### src/rtl/gregorian_date_add_days_assert.svh
// Assertion macros for the date adder.
`ifndef GREGORIAN_DATE_ADD_DAYS_ASSERT_SVH
`define GREGORIAN_DATE_ADD_DAYS_ASSERT_SVH

// Same-cycle implication, sampled on clk, off during reset.
`define GDAD_ASSERT_NOW(label, ante, cons) \
	label: assert property (@(posedge clk) disable iff (!arst_n) (ante) |-> (cons)) \
		else $error("date adder check failed");

// Next-cycle implication, sampled on clk, off during reset.
`define GDAD_ASSERT_NEXT(label, ante, cons) \
	label: assert property (@(posedge clk) disable iff (!arst_n) (ante) |=> (cons)) \
		else $error("date adder sequencing check failed");

`endif

### src/rtl/gdad_pkg.sv
// Package: widths, calendar constants and month length lookup for the date adder.
`timescale 1ns / 1ps
`default_nettype none
package gdad_pkg;

	localparam int YEAR_W  = 16;
	localparam int MONTH_W = 4;
	localparam int DAY_W   = 5;
	localparam int SUM_W   = 17;
	localparam int REM_W   = 9;

	localparam logic [YEAR_W-1:0]  YEAR_MAX  = 16'hFFFF;
	localparam logic [MONTH_W-1:0] MONTH_JAN = 4'd1;
	localparam logic [MONTH_W-1:0] MONTH_FEB = 4'd2;
	localparam logic [MONTH_W-1:0] MONTH_DEC = 4'd12;
	localparam logic [DAY_W-1:0]   DAY_LAST_DEC = 5'd31;
	localparam logic [DAY_W-1:0]   DAY_FEB_LEAP = 5'd29;

	localparam logic [REM_W-1:0] REM400_DIV  = 9'd400 - 9'd0;
	localparam logic [REM_W-1:0] REM400_LAST = 9'd399;
	localparam logic [REM_W-1:0] REM400_100  = 9'd100;
	localparam logic [REM_W-1:0] REM400_200  = 9'd200;
	localparam logic [REM_W-1:0] REM400_300  = 9'd300;

	typedef logic [DAY_W-1:0] month_len_tab_t [12];

	localparam month_len_tab_t MONTH_LEN = '{
		5'd31, 5'd28, 5'd31, 5'd30, 5'd31, 5'd30,
		5'd31, 5'd31, 5'd30, 5'd31, 5'd30, 5'd31
	};

	function automatic logic [DAY_W-1:0] month_days(input logic [MONTH_W-1:0] m,
	                                                input logic leap);
		logic [MONTH_W-1:0] idx;
		idx = m - MONTH_JAN;
		if (m == MONTH_FEB && leap)
			return DAY_FEB_LEAP;
		else if (m >= MONTH_JAN && m <= MONTH_DEC)
			return MONTH_LEN[idx];
		else
			return DAY_LAST_DEC;
	endfunction

endpackage
`default_nettype wire

### src/rtl/gdad_rem400.sv
// Remainder of a year by 400 through a reciprocal multiply.
`timescale 1ns / 1ps
`default_nettype none
module gdad_rem400 (
	input  wire logic                        clk,
	input  wire logic                        arst_n,
	input  wire logic                        load,
	input  wire logic [gdad_pkg::YEAR_W-1:0] dividend,
	output logic                             busy,
	output logic [gdad_pkg::REM_W-1:0]       rem
);
	import gdad_pkg::*;

	localparam int CNT_W  = 2;
	localparam int PROD_W = 23;
	localparam int QUO_W  = 8;
	localparam logic [CNT_W-1:0]  STEPS    = 2'd2;
	localparam logic [CNT_W-1:0]  STEP_QUO = 2'd2;
	localparam logic [PROD_W-1:0] RECIP_25 = 23'd1311;

	logic [CNT_W-1:0]  cnt_q;
	logic [YEAR_W-1:0] year_q;
	logic [QUO_W-1:0]  quo_q;
	logic [REM_W-1:0]  rem_q;
	logic [PROD_W-1:0] prod;
	logic [YEAR_W-1:0] back;
	logic [YEAR_W-1:0] diff;

	// year / 400 = (year >> 4) / 25, taken as (year >> 4) * 1311 >> 15
	assign prod = PROD_W'(year_q[YEAR_W-1:4]) * RECIP_25;
	assign back = YEAR_W'(quo_q) * YEAR_W'(REM400_DIV);
	assign diff = year_q - back;

	always_ff @(posedge clk or negedge arst_n) begin
		if (!arst_n) begin
			cnt_q <= '0;
		end else if (load) begin
			cnt_q <= STEPS;
		end else if (cnt_q != '0) begin
			cnt_q <= cnt_q - CNT_W'(1);
		end
	end

	always_ff @(posedge clk) begin
		if (load) begin
			year_q <= dividend;
		end else if (cnt_q == STEP_QUO) begin
			quo_q <= prod[PROD_W-1 -: QUO_W];
		end else if (cnt_q != '0) begin
			rem_q <= diff[REM_W-1:0];
		end
	end

	assign busy = (cnt_q != '0);
	assign rem  = rem_q;

endmodule
`default_nettype wire

### src/rtl/gregorian_date_add_days.sv
// Top level: Gregorian date plus a day count, walked one month per cycle.
//
// Raise start with a date and a day count while busy is low; the item is taken on
// that edge and busy stays high until the result appears. The result is shown for
// exactly one cycle with done high and must be captured then: there is no way to
// hold it off. An item first gets the year modulo 400 from the remainder unit,
// then checks the date; the shared subtract-and-compare unit then steps one
// month per cycle and settles the day once the remaining count fits the month.
// An invalid date comes back from the check state without walking. busy is low
// while done is high, so the next item can be taken at the edge that ends the
// result cycle.
// An invalid date comes back unchanged with date_valid low; a walk past December
// of year 65535 stops at 65535-12-31 with year_overflow high.
`timescale 1ns / 1ps
`default_nettype none
`include "gregorian_date_add_days_assert.svh"
module gregorian_date_add_days (
	input  wire logic        clk,
	input  wire logic        arst_n,
	input  wire logic        start,
	output logic             busy,
	input  wire logic [15:0] start_year,
	input  wire logic [3:0]  start_month,
	input  wire logic [4:0]  start_day,
	input  wire logic [15:0] add_days,
	output logic             done,
	output logic [15:0]      end_year,
	output logic [3:0]       end_month,
	output logic [4:0]       end_day,
	output logic             date_valid,
	output logic             year_overflow
);
	import gdad_pkg::*;

	typedef enum logic [1:0] {
		ST_IDLE,
		ST_REM,
		ST_CHECK,
		ST_WALK
	} state_t;

	state_t             state_q;
	logic               done_q;
	logic [YEAR_W-1:0]  year_q;
	logic [MONTH_W-1:0] month_q;
	logic [DAY_W-1:0]   day_q;
	logic [SUM_W-1:0]   sum_q;
	logic [REM_W-1:0]   r400_q;
	logic [YEAR_W-1:0]  end_year_q;
	logic [MONTH_W-1:0] end_month_q;
	logic [DAY_W-1:0]   end_day_q;
	logic               valid_q;
	logic               ovf_q;

	logic               accept;
	logic               rem_busy;
	logic [REM_W-1:0]   rem_out;
	logic               cent;
	logic               leap;
	logic [DAY_W-1:0]   mlen;
	logic [SUM_W-1:0]   mlen_ext;
	logic               bad_date;

	assign accept = start && (state_q == ST_IDLE);

	gdad_rem400 u_rem400 (
		.clk      (clk),
		.arst_n   (arst_n),
		.load     (accept),
		.dividend (start_year),
		.busy     (rem_busy),
		.rem      (rem_out)
	);

	assign cent = (r400_q == '0) || (r400_q == REM400_100) ||
	              (r400_q == REM400_200) || (r400_q == REM400_300);
	assign leap     = (year_q[1:0] == 2'b00) && (!cent || (r400_q == '0));
	assign mlen     = month_days(month_q, leap);
	assign mlen_ext = SUM_W'(mlen);
	assign bad_date = (month_q < MONTH_JAN) || (month_q > MONTH_DEC) ||
	                  (day_q == '0) || (day_q > mlen);

	always_ff @(posedge clk or negedge arst_n) begin
		if (!arst_n) begin
			state_q <= ST_IDLE;
			done_q  <= 1'b0;
		end else begin
			done_q <= 1'b0;
			unique case (state_q)
				ST_IDLE: begin
					if (accept)
						state_q <= ST_REM;
				end
				ST_REM: begin
					if (!rem_busy)
						state_q <= ST_CHECK;
				end
				ST_CHECK: begin
					if (bad_date) begin
						state_q <= ST_IDLE;
						done_q  <= 1'b1;
					end else begin
						state_q <= ST_WALK;
					end
				end
				ST_WALK: begin
					if (sum_q <= mlen_ext ||
					    (month_q == MONTH_DEC && year_q == YEAR_MAX)) begin
						state_q <= ST_IDLE;
						done_q  <= 1'b1;
					end
				end
				default: begin
					state_q <= ST_IDLE;
				end
			endcase
		end
	end

	always_ff @(posedge clk) begin
		case (state_q)
			ST_IDLE: begin
				if (accept) begin
					year_q  <= start_year;
					month_q <= start_month;
					day_q   <= start_day;
					sum_q   <= SUM_W'(start_day) + SUM_W'(add_days);
				end
			end
			ST_REM: begin
				r400_q <= rem_out;
			end
			ST_CHECK: begin
				if (bad_date) begin
					end_year_q  <= year_q;
					end_month_q <= month_q;
					end_day_q   <= day_q;
					valid_q     <= 1'b0;
					ovf_q       <= 1'b0;
				end
			end
			ST_WALK: begin
				if (sum_q <= mlen_ext) begin
					end_year_q  <= year_q;
					end_month_q <= month_q;
					end_day_q   <= sum_q[DAY_W-1:0];
					valid_q     <= 1'b1;
					ovf_q       <= 1'b0;
				end else if (month_q == MONTH_DEC) begin
					if (year_q == YEAR_MAX) begin
						end_year_q  <= year_q;
						end_month_q <= month_q;
						end_day_q   <= DAY_LAST_DEC;
						valid_q     <= 1'b1;
						ovf_q       <= 1'b1;
					end else begin
						sum_q   <= sum_q - mlen_ext;
						year_q  <= year_q + YEAR_W'(1);
						month_q <= MONTH_JAN;
						r400_q  <= (r400_q == REM400_LAST) ? '0 : r400_q + REM_W'(1);
					end
				end else begin
					sum_q   <= sum_q - mlen_ext;
					month_q <= month_q + MONTH_W'(1);
				end
			end
			default: begin
			end
		endcase
	end

	assign busy          = (state_q != ST_IDLE);
	assign done          = done_q;
	assign end_year      = end_year_q;
	assign end_month     = end_month_q;
	assign end_day       = end_day_q;
	assign date_valid    = valid_q;
	assign year_overflow = ovf_q;

	`GDAD_ASSERT_NEXT(a_accept_busy, start && !busy, busy && !done)
	`GDAD_ASSERT_NOW(a_done_idle, done, !busy)
	`GDAD_ASSERT_NOW(a_valid_range, done && date_valid,
		end_day != 5'd0 && end_month >= MONTH_JAN && end_month <= MONTH_DEC)
	`GDAD_ASSERT_NOW(a_ovf_sat, done && year_overflow,
		date_valid && end_year == YEAR_MAX && end_month == MONTH_DEC && end_day == DAY_LAST_DEC)

endmodule
`default_nettype wire
### config.mk
export PLATFORM = sky130hd
export DESIGN_NAME = gregorian_date_add_days
export DESIGN_NICKNAME = d
export VERILOG_FILES = /design/src/rtl/gdad_pkg.sv /design/src/rtl/gdad_rem400.sv /design/src/rtl/gregorian_date_add_days.sv
export VERILOG_INCLUDE_DIRS = /design/src /design/src/rtl
export SDC_FILE = /design/constraint.sdc
export NUM_CORES = 1
export LEC_CHECK = 0
export BUFFER_PORTS_ARGS = -buffer_cell sky130_fd_sc_hd__buf_4
export CORE_UTILIZATION = 33
export DETAILED_ROUTE_END_ITERATION = 12
export PLACE_DENSITY = 0.55
export SYNTH_ARGS = -nofsm -noshare
export SYNTH_HDL_FRONTEND = slang
export SYNTH_HIERARCHICAL = 1
export SYNTH_SLANG_ARGS = --single-unit
### constraint.sdc
create_clock -name clk -period 6.6 [get_ports clk]
set_input_delay 0.66 -clock clk [delete_from_list [all_inputs] [get_ports clk]]
set_output_delay 0.66 -clock clk [all_outputs]
set_load 0.005 [all_outputs]
==> run metrics, run 1 <==
Design Power=between 5 and 6 mW; Die Outline Area=around 26,000 um2; nets@finish=around 1,000; ant diodes=0; CTS buffer count=17; drt total wl=18,300 um; total negative slack=0 ps; slowest cell on the critical path=edfxtp_1; Port Buf Inserts=just over 70; IO Pins=73; RSZ-0062 raised after global routing=no; Least-Margin Pin Slew=approximately 1200 ps; die height=162 um; Ys Warns=6; first-pass GRT wire length=30,500 um; CP required=approximately 6800 ps; DRT iter0 DRCs=313; share of the synthesized area in the top cell type=around two fifths; # setup viols final=0; Final Hold Viols=0; post-CTS sizing=0; DRT Pass-1 Iters=4; peak supply drop=~0.3 mV; maxcap violations=0; Post-DP Area=between 9000 and 10,000 um2; total track usage=approximately 15%; Final Max Slew Viols=0; sequential cell area fraction in the yosys report=around 40%; vias in the first global route=approximately 6,000; final cycle utilization of the critical path=a little under three quarters; later-pin clock latency in the skew report=slightly above 400 ps; number of synthesized flops with an enable pin=roughly 110; crit path max fanout=7; Syn Nets=slightly below 1,000; H-tree level count=4; num rows=just under 60; Synth top cells by count=123 x inv_1, 108 x edfxtp_1, 96 x ha_1; CP Class=reg -> reg; WL/cell=approximately 15 um; dpl hpwl=between 10,000 and 15,000 um; core area=about 25,000 um2; CP endpoint kind=register; via count=~5,700; detailed-route DRC error count=0; Hold Buf Count CTS=0; leakage power=between 4 and 5 nW; CTS tree=yes; Synth cell types=67; fin crit period=around 4800 ps; CP top delay family=adder cells; #FFs+latches synth=113; top cells by area, synth=edfxtp_1 38%, ha_1 14%, fa_1 10%, inv_1 5.5%, xor2_1 3.8%; Reg clk slew, reported paths=roughly 60 ps; initial antenna violation count=0; Bufs on Longest Clock Path=2; CP bufs+invs=4; ys async rst share=approximately 4.4%; gate count after technology mapping=about 780; dominant cell type by area after synthesis=edfxtp_1; gr ovfl total=0; Max Clock Freq=between 0.2 and 0.25 GHz; vias per cell=4.72; DP Worst Slack=1820 ps; Die W=between 150 and 200 um; Post CTS Setup Buffer Count=0; clk sinks=approximately 110; Mapped Area=approximately 8400 um2; Routed Antenna Nets=0; Synth Area per Inst=10.8 um2; CTS root buf=clkbuf_16; outcome=finished, final reports clean; CP max stage delay=between 500 and 600 ps; share of cells above drive strength 1=around 15%; Worst Skew=14.1 ps; fin area=9900 um2; dominant synthesized flop cell=edfxtp_1; Hold Path Class=in -> async; Critical Path Source Type=register; setup ws final=about 1800 ps; Critical Path, Cell by Cell=fa_1 > ha_1 > inv_1 > fa_1 > inv_1 > fa_1 > inv_1 > fa_1 > inv_1 > ha_1 > a21o_1 > a21o_1 > a211o_1 > o21a_1 > a311oi_1; cell with the most instances after synthesis=inv_1; area grow syn2layout=17.5%; Initial Util=33.6%; RePlAce Congestion=just over 0.8; P per Cell Area=just under 600 nW/um2; Data arrival, critical path=between 4000 and 5000 ps; largest net degree at the start of global routing=45; Slew HR=23.0%; Fillers=2,535
==> placed cells by master (no fill, tap or decap), drive strengths merged, types with 12 or more instances in the layout <==
cell type    n
a21oi       23
o21ai       50
xor2        37
inv        127
mux2i       12
buf         76
nand3       21
edfxtp     108
xnor2       24
nor2        34
nor3        12
clkbuf      18
nand2       68
fa          44
ha          96
==> per-stage QoR <==
stage                     std cells  hold slack, ps  util [%]
final                          1200            45.2      39.4
after floorplan                 778             364         -
after global routing           1200            28.4      39.4
after CTS                      1200            22.2      39.4
after detailed placement       1169             406      37.2
after global placement         1169             404      37.2
==> worst paths after layout <==
check,to,cells past startpoint,startpoint,slack [ps]
min in group clk,u_rem400/rem[0],0,u_rem400/year_q[0],420
setup reg to reg,u_rem400/quo_q[2],15,u_rem400/year_q[13],1850
max in group asynchronous,state_q[0],1,arst_n,6440
hold reg to reg,u_rem400/rem[0],0,u_rem400/year_q[0],420
hold / removal,done,1,arst_n,50
setup / recovery,u_rem400/quo_q[2],15,u_rem400/year_q[13],1850
==> power by group <==
| part | switching, mW | internal (mW) | total (mW) |
|---|---|---|---|
| Clock | 0.338 | 0.554 | 0.892 |
| Combinational | 1.90 | 1.40 | 3.29 |
| Sequential | 0.275 | 1.26 | 1.54 |
| Total | 2.51 | 3.21 | 5.72 |
==> per-layer routing <==
layer  vias to the layer above  global-route usage (%)  part of all wire (%)
li1                       2852                       -                     -
met1                      2706                    20.7                    51
met2                       101                    24.3                    45
met3                         9                    2.53                   3.0
met4                         0                    4.42                   1.0
met5                         -                       0                     0
==> worst register-to-register path, stage by stage, from the launching register on <==
cell and delay (ps):
edfxtp_1 550, fa_1 530, ha_1 290, inv_1 50, fa_1 470, inv_1 50, fa_1 540, inv_1 60
fa_1 530, inv_1 40, ha_1 340, a21o_1 170, a21o_1 170, a211o_1 340, o21a_1 190, a311oi_1 270
==> cell type report <==
class                   count  area (um2)  area share [%]
well taps                 330         413            4.17
clock inverters            13         136            1.38
repair buffers             76         571            5.76
flip-flops and latches    113        3370            34.0
clock buffers              18         429            4.34
inverters                 123         462            4.66
multi-input cells         527        4520            45.7
==> state kept, by name, indices dropped and copies added, names as in the netlist <==
name	flops
sum_q	17
end_year	16
u_rem400/year_q	16
year_q	16
r400_q	9
u_rem400/rem	9
day_q	5
end_day	5
u_rem400/quo_q	5
end_month	4
month_q	4
state_q	2
u_rem400/cnt_q	2
date_valid	1
done	1
year_overflow	1
==> kinds of logic after synthesis <==
family,count (synthesis),share of synthesized area (%)
buffers and inverters,138,6.51
multiplexers,12,1.43
XOR/XNOR,61,6.34
adder cells (fa/ha/maj),140,24.7
flip-flops,113,40.0
AND/OR/NAND/NOR,189,11.9
AO/OA/AOI/OAI,125,9.18
(Power assumes the default switching activity.)
==> run 2: changes to the inputs <==
clock period = 4.87 ns   (was 6.6 ns; I/O delays follow)
==> run 2 against run 1 <==
Register-to-register slack worse by 1600 ps; clock skew is 2.1 ps lower; sequential share of layout area is 0.32 points lower.
==> run metrics, run 2 (synthesis results as in run 1) <==
outcome=finished, final reports clean; Die Outline Area=26,200 um2; IO Pins=73; first-pass GRT wire length=a little over 30,000 um; Critical Path Source Type=register; Final Max Slew Viols=0; Critical Path, Cell by Cell=fa_1 > ha_1 > inv_1 > fa_1 > inv_1 > fa_1 > inv_1 > fa_1 > inv_1 > ha_4 > a21o_1 > a21o_1 > a211o_1 > o2111a_1 > a211oi_2; Port Buf Inserts=around 70; total track usage=between 10% and 20%; clk sinks=between 100 and 150; Slew HR=38.3%; Min-Delay Endpoint=u_rem400/year_q[0]; WL/cell=roughly 15 um; largest net degree at the start of global routing=60; vias in the first global route=around 5,700; clock share of power=between 10% and 20%; CTS buffer count=17; detailed-route DRC error count=0; RSZ-0062 raised after global routing=no; sw frac=43.7%; Hold Path Depth=1; slowest cell on the critical path=edfxtp_1; Final Hold Viols=0; crit path max fanout=7; H-tree level count=4; dpl hpwl=approximately 14,000 um; Hold Path Class=in -> reg; Non-Filler Instances=1,212; via count=5,652; Max Clock Freq=around 0.22 GHz; switching power=roughly 3.4 mW; total negative slack=0 ps; max FFs per register=17; Initial Util=between 30% and 40%; CTS tree=yes; die height=162 um; initial antenna violation count=0; reg2reg end=u_rem400/quo_q[4]; gr ovfl total=0; DRT iter0 DRCs=362; Least-Margin Pin Slew=around 920 ps; power share of the sequential group=26.5%; CP required=between 5000 and 6000 ps; Fillers=2,488; CP Class=reg -> reg; Reg clk slew, reported paths=~60 ps; share of cells above drive strength 1=about 16%; R2R cell count=15; final cycle utilization of the critical path=between 90% and 100%; CTS root buf=clkbuf_16; fin util=39.8%; reg2reg setup slack=about 260 ps; Data arrival, critical path=just under 5000 ps; Worst path depth=15; nets@finish=approximately 1,100; Die W=between 150 and 200 um; later-pin clock latency in the skew report=between 400 and 500 ps; drt total wl=about 19,000 um; CP top delay family=adder cells; Multi-input gate area=around 4500 um2; ant diodes=0; placed cells=1,175; CP bufs+invs=4; Sequential Area=3370 um2; combinational share of power=a little under 60%; fin crit period=4610 ps; Bufs on Longest Clock Path=2; CP max stage delay=around 530 ps; leakage power=4.35 nW; CP endpoint kind=register; P per Cell Area=781 nW/um2; Biggest register=sum_q; area grow syn2layout=18.6%; Worst Skew=between 10 and 15 ps; core area=between 20,000 and 30,000 um2; peak supply drop=~0.46 mV; vias per cell=roughly 4.7; Int Pwr=between 4 and 5 mW; commonest non-fill, non-tap cell in the layout=inv_1; Routed Antenna Nets=0; num rows=between 50 and 60; DRT Pass-1 Iters=4; RePlAce Congestion=0.789; HP Start=start_year[0]; # setup viols final=0; maxcap violations=0; most frequent cells in the layout=123 x inv_1, 108 x edfxtp_1, 95 x ha_1, 85 x buf_4, 67 x nand2_1; worst flop-to-flop path startpoint=u_rem400/year_q[13]
-- run 2: changes by cell type in the layout (fill, tap and decap cells not counted), sizes merged --
cell / delta
clkbuf: +2
buf: +10
bufinv: -1
dlygate4sd3: +1
clkinvlp: +1
inv: -2
clkinv: +1
-- run 2: area by class of cell --
type	instances	area share [%]
clock inverters	12	1.11
well taps	330	4.13
repair buffers	87	6.69
clock buffers	20	4.37
inverters	123	4.62
flip-flops and latches	113	33.7
multi-input cells	527	45.4
-- run 2: routing by layer --
| metal | routed length [um] | track usage, % |
|---|---|---|
| met5 | 0 | 0 |
| met4 | 206 | 4.50 |
| met3 | 604 | 2.71 |
| met2 | 8410 | 23.7 |
| met1 | 9400 | 21.9 |
-- run 2: worst max path at each step --
stage | start | endpoint
final | u_rem400/year_q[13] | u_rem400/quo_q[4]
after global routing | u_rem400/year_q[10] | u_rem400/quo_q[3]
after floorplan | u_rem400/year_q[13] | u_rem400/quo_q[4]
after detailed placement | u_rem400/year_q[13] | u_rem400/quo_q[2]
after global placement | u_rem400/year_q[13] | u_rem400/quo_q[4]
after CTS | u_rem400/year_q[13] | u_rem400/quo_q[2]
-- run 2: repair_timing --
item                                   in CTS  in global routing
setup endpoints to repair                   0                  2
endpoints found under the hold margin       5                  0
buffers inserted                            0                  4
hold buffers                                1                  0
resized for setup                           0                  1
-- run 2: power groups by stage --
stage	clock network [mW]	registers, mW	logic (mW)
after global placement	0	2.09	4.45
after global routing	1.25	2.13	5.33
final	1.17	2.07	4.56
after detailed placement	0	2.08	4.48
after floorplan	0	1.96	3.48
after CTS	1.20	2.07	4.53
-- run 2: through the flow --
stage | hold WS, ps | setup WS [ps] | area (um2) | power [mW]
after floorplan | 191 | 359 | 8420 | 5.45
after global placement | 298 | 247 | 9390 | 6.54
after detailed placement | 298 | 179 | 9390 | 6.57
after CTS | 239 | 166 | 9950 | 7.81
after global routing | 236 | 1.32 | 9990 | 8.70
final | 255 | 258 | 9990 | 7.80
==> run 3: changes to the inputs <==
PLACE_DENSITY = 0.57   (was 0.55)
TNS_END_PERCENT = 30   (was not set)
clock period = 4.2 ns   (was 4.87 ns; I/O delays follow)
==> run 3 against run 2 <==
Register-to-register slack got worse by 470 ps; clock-buffer cell count is 2 lower; the flow now finishes with violations (negative setup slack); die area unchanged; clock skew decreased by 1.7 ps.
==> run metrics, run 3 (synthesis results as in run 1) <==
outcome=complete, but fails checks; failing checks=negative setup slack; num rows=slightly below 60; worst hold slack=185 ps; nets@finish=around 1,100; Least-Margin Pin Slew=945 ps; area grow syn2layout=23.2%; fin crit period=4410 ps; most frequent cells in the layout=117 x inv_1, 117 x buf_4, 108 x edfxtp_1, 91 x ha_1, 67 x nand2_1; worst flop-to-flop path startpoint=u_rem400/year_q[12]; total track usage=between 10% and 20%; IO Pins=73; final cycle utilization of the critical path=105%; RePlAce Congestion=just over 0.8; drt total wl=between 15,000 and 20,000 um; Max Clock Freq=between 0.2 and 0.25 GHz; Port Buf Inserts=72; crit path max fanout=5; Die W=between 150 and 200 um; WL/cell=roughly 15 um; vias in the first global route=~6,000; DRT iter0 DRCs=between 300 and 400; clk sinks=approximately 110; DRT Pass-1 Iters=4; CTS buffer count=17; vias per cell=between 4 and 5; Slew HR=36.8%; Reg clk slew, reported paths=roughly 60 ps; Initial Util=~34%; Final Max Slew Viols=0; die height=about 160 um; later-pin clock latency in the skew report=420 ps; core area=about 25,000 um2; Biggest register=sum_q; setup ws final=-209 ps; initial antenna violation count=0; largest net degree at the start of global routing=74; first-pass GRT wire length=roughly 32,000 um; maxcap violations=0; Fillers=2,453; Data arrival, critical path=about 4700 ps; dpl hpwl=about 15,000 um; Routed Antenna Nets=0; R2R cell count=15; CTS root buf=clkbuf_16; Critical Path Source Type=register; Final Hold Viols=0; CP endpoint kind=register; ant diodes=0; # setup viols final=5; HP Start=start_year[7]; detailed-route DRC error count=0; max FFs per register=17; Min-Delay Endpoint=u_rem400/year_q[7]; CP Class=reg -> reg; gr ovfl total=0; reg2reg setup slack=-210 ps; Bufs on Longest Clock Path=2; Hold Path Class=in -> reg; via count=5,836; RSZ-0062 raised after global routing=yes; Hold Path Depth=1; CP required=~4500 ps; Die Outline Area=between 20,000 and 30,000 um2; reg2reg end=u_rem400/quo_q[4]; H-tree level count=4; total negative slack=-780 ps; Worst Skew=slightly above 10 ps; CTS tree=yes; share of cells above drive strength 1=20.7%
## run 3: cell types whose count changed in the layout (fill, tap and decap cells not counted), moves of 2 or more
| cell | previous run | this run |
|---|---|---|
| ha_1 | 95 | 91 |
| buf_4 | 85 | 117 |
| inv_1 | 123 | 117 |
| ha_4 | 1 | 5 |
| clkinv_2 | 3 | 1 |
| clkbuf_1 | 3 | 1 |
| bufinv_16 | 1 | 4 |
| inv_6 | 2 | 4 |
| inv_2 | 0 | 6 |
## run 3: what timing repair did
action / in CTS / in global routing
setup endpoints to repair: 5 / 5
pin swaps: 2 / 8
endpoints found under the hold margin: 5 / 0
hold buffers: 1 / 0
buffers inserted: 4 / 4
gates resized for setup: 4 / 9
## run 3: through the flow
stage	area (um2)	setup WS [ps]	std cells	utilization (%)
CTS	10300	-159	1239	41.0
global placement	9610	-193	1202	38.3
global route	10400	-329	1243	41.3
detailed placement	9610	-177	1202	38.3
floorplan	8450	-12.1	778	-
finish	10400	-209	1243	41.3
## run 3: final cells by class
type	instances	area, um2	share of cell area (%)
Timing Repair Buffer	118	888	8.56
Inverter	123	462	4.45
Sequential cell	113	3370	32.4
Multi-Input combinational cell	527	4620	44.5
Tap cell	330	413	3.98
Clock inverter	14	201	1.94
Clock buffer	18	429	4.13
## run 3: how the worst max path moves through the flow
stage / slack [ps] / to / startpoint / depth (start not counted)
2_1_floorplan: -10 / u_rem400/quo_q[4] / u_rem400/year_q[12] / 15
3_3_place_gp: -190 / u_rem400/quo_q[3] / u_rem400/year_q[8] / 15
3_5_place_dp: -180 / u_rem400/quo_q[1] / u_rem400/year_q[11] / 15
4_1_cts: -160 / u_rem400/quo_q[4] / u_rem400/year_q[14] / 15
5_1_grt: -330 / u_rem400/quo_q[3] / u_rem400/year_q[11] / 18
6_report: -210 / u_rem400/quo_q[4] / u_rem400/year_q[12] / 15
## run 3: critical path, stage by stage, from the launching register on
cell	delay (ps)
edfxtp_1	490
fa_1	550
ha_4	290
inv_2	30
fa_1	490
inv_2	40
fa_1	470
inv_1	50
fa_1	510
inv_2	40
ha_4	220
a21o_1	150
a21o_1	160
a211o_1	320
o2111a_1	260
a211oi_2	170
## run 3: layer usage
metal	wire length, um	part of all wire, %	track usage (%)
met4	387	2.0	5.27
met1	9490	50	21.9
met2	8570	45	24.5
met5	0	0	0
met3	539	2.8	2.68
Power of run 3 is not shown: default switching activity piles up to over one toggle a cycle in this logic, so the estimate is an artifact.
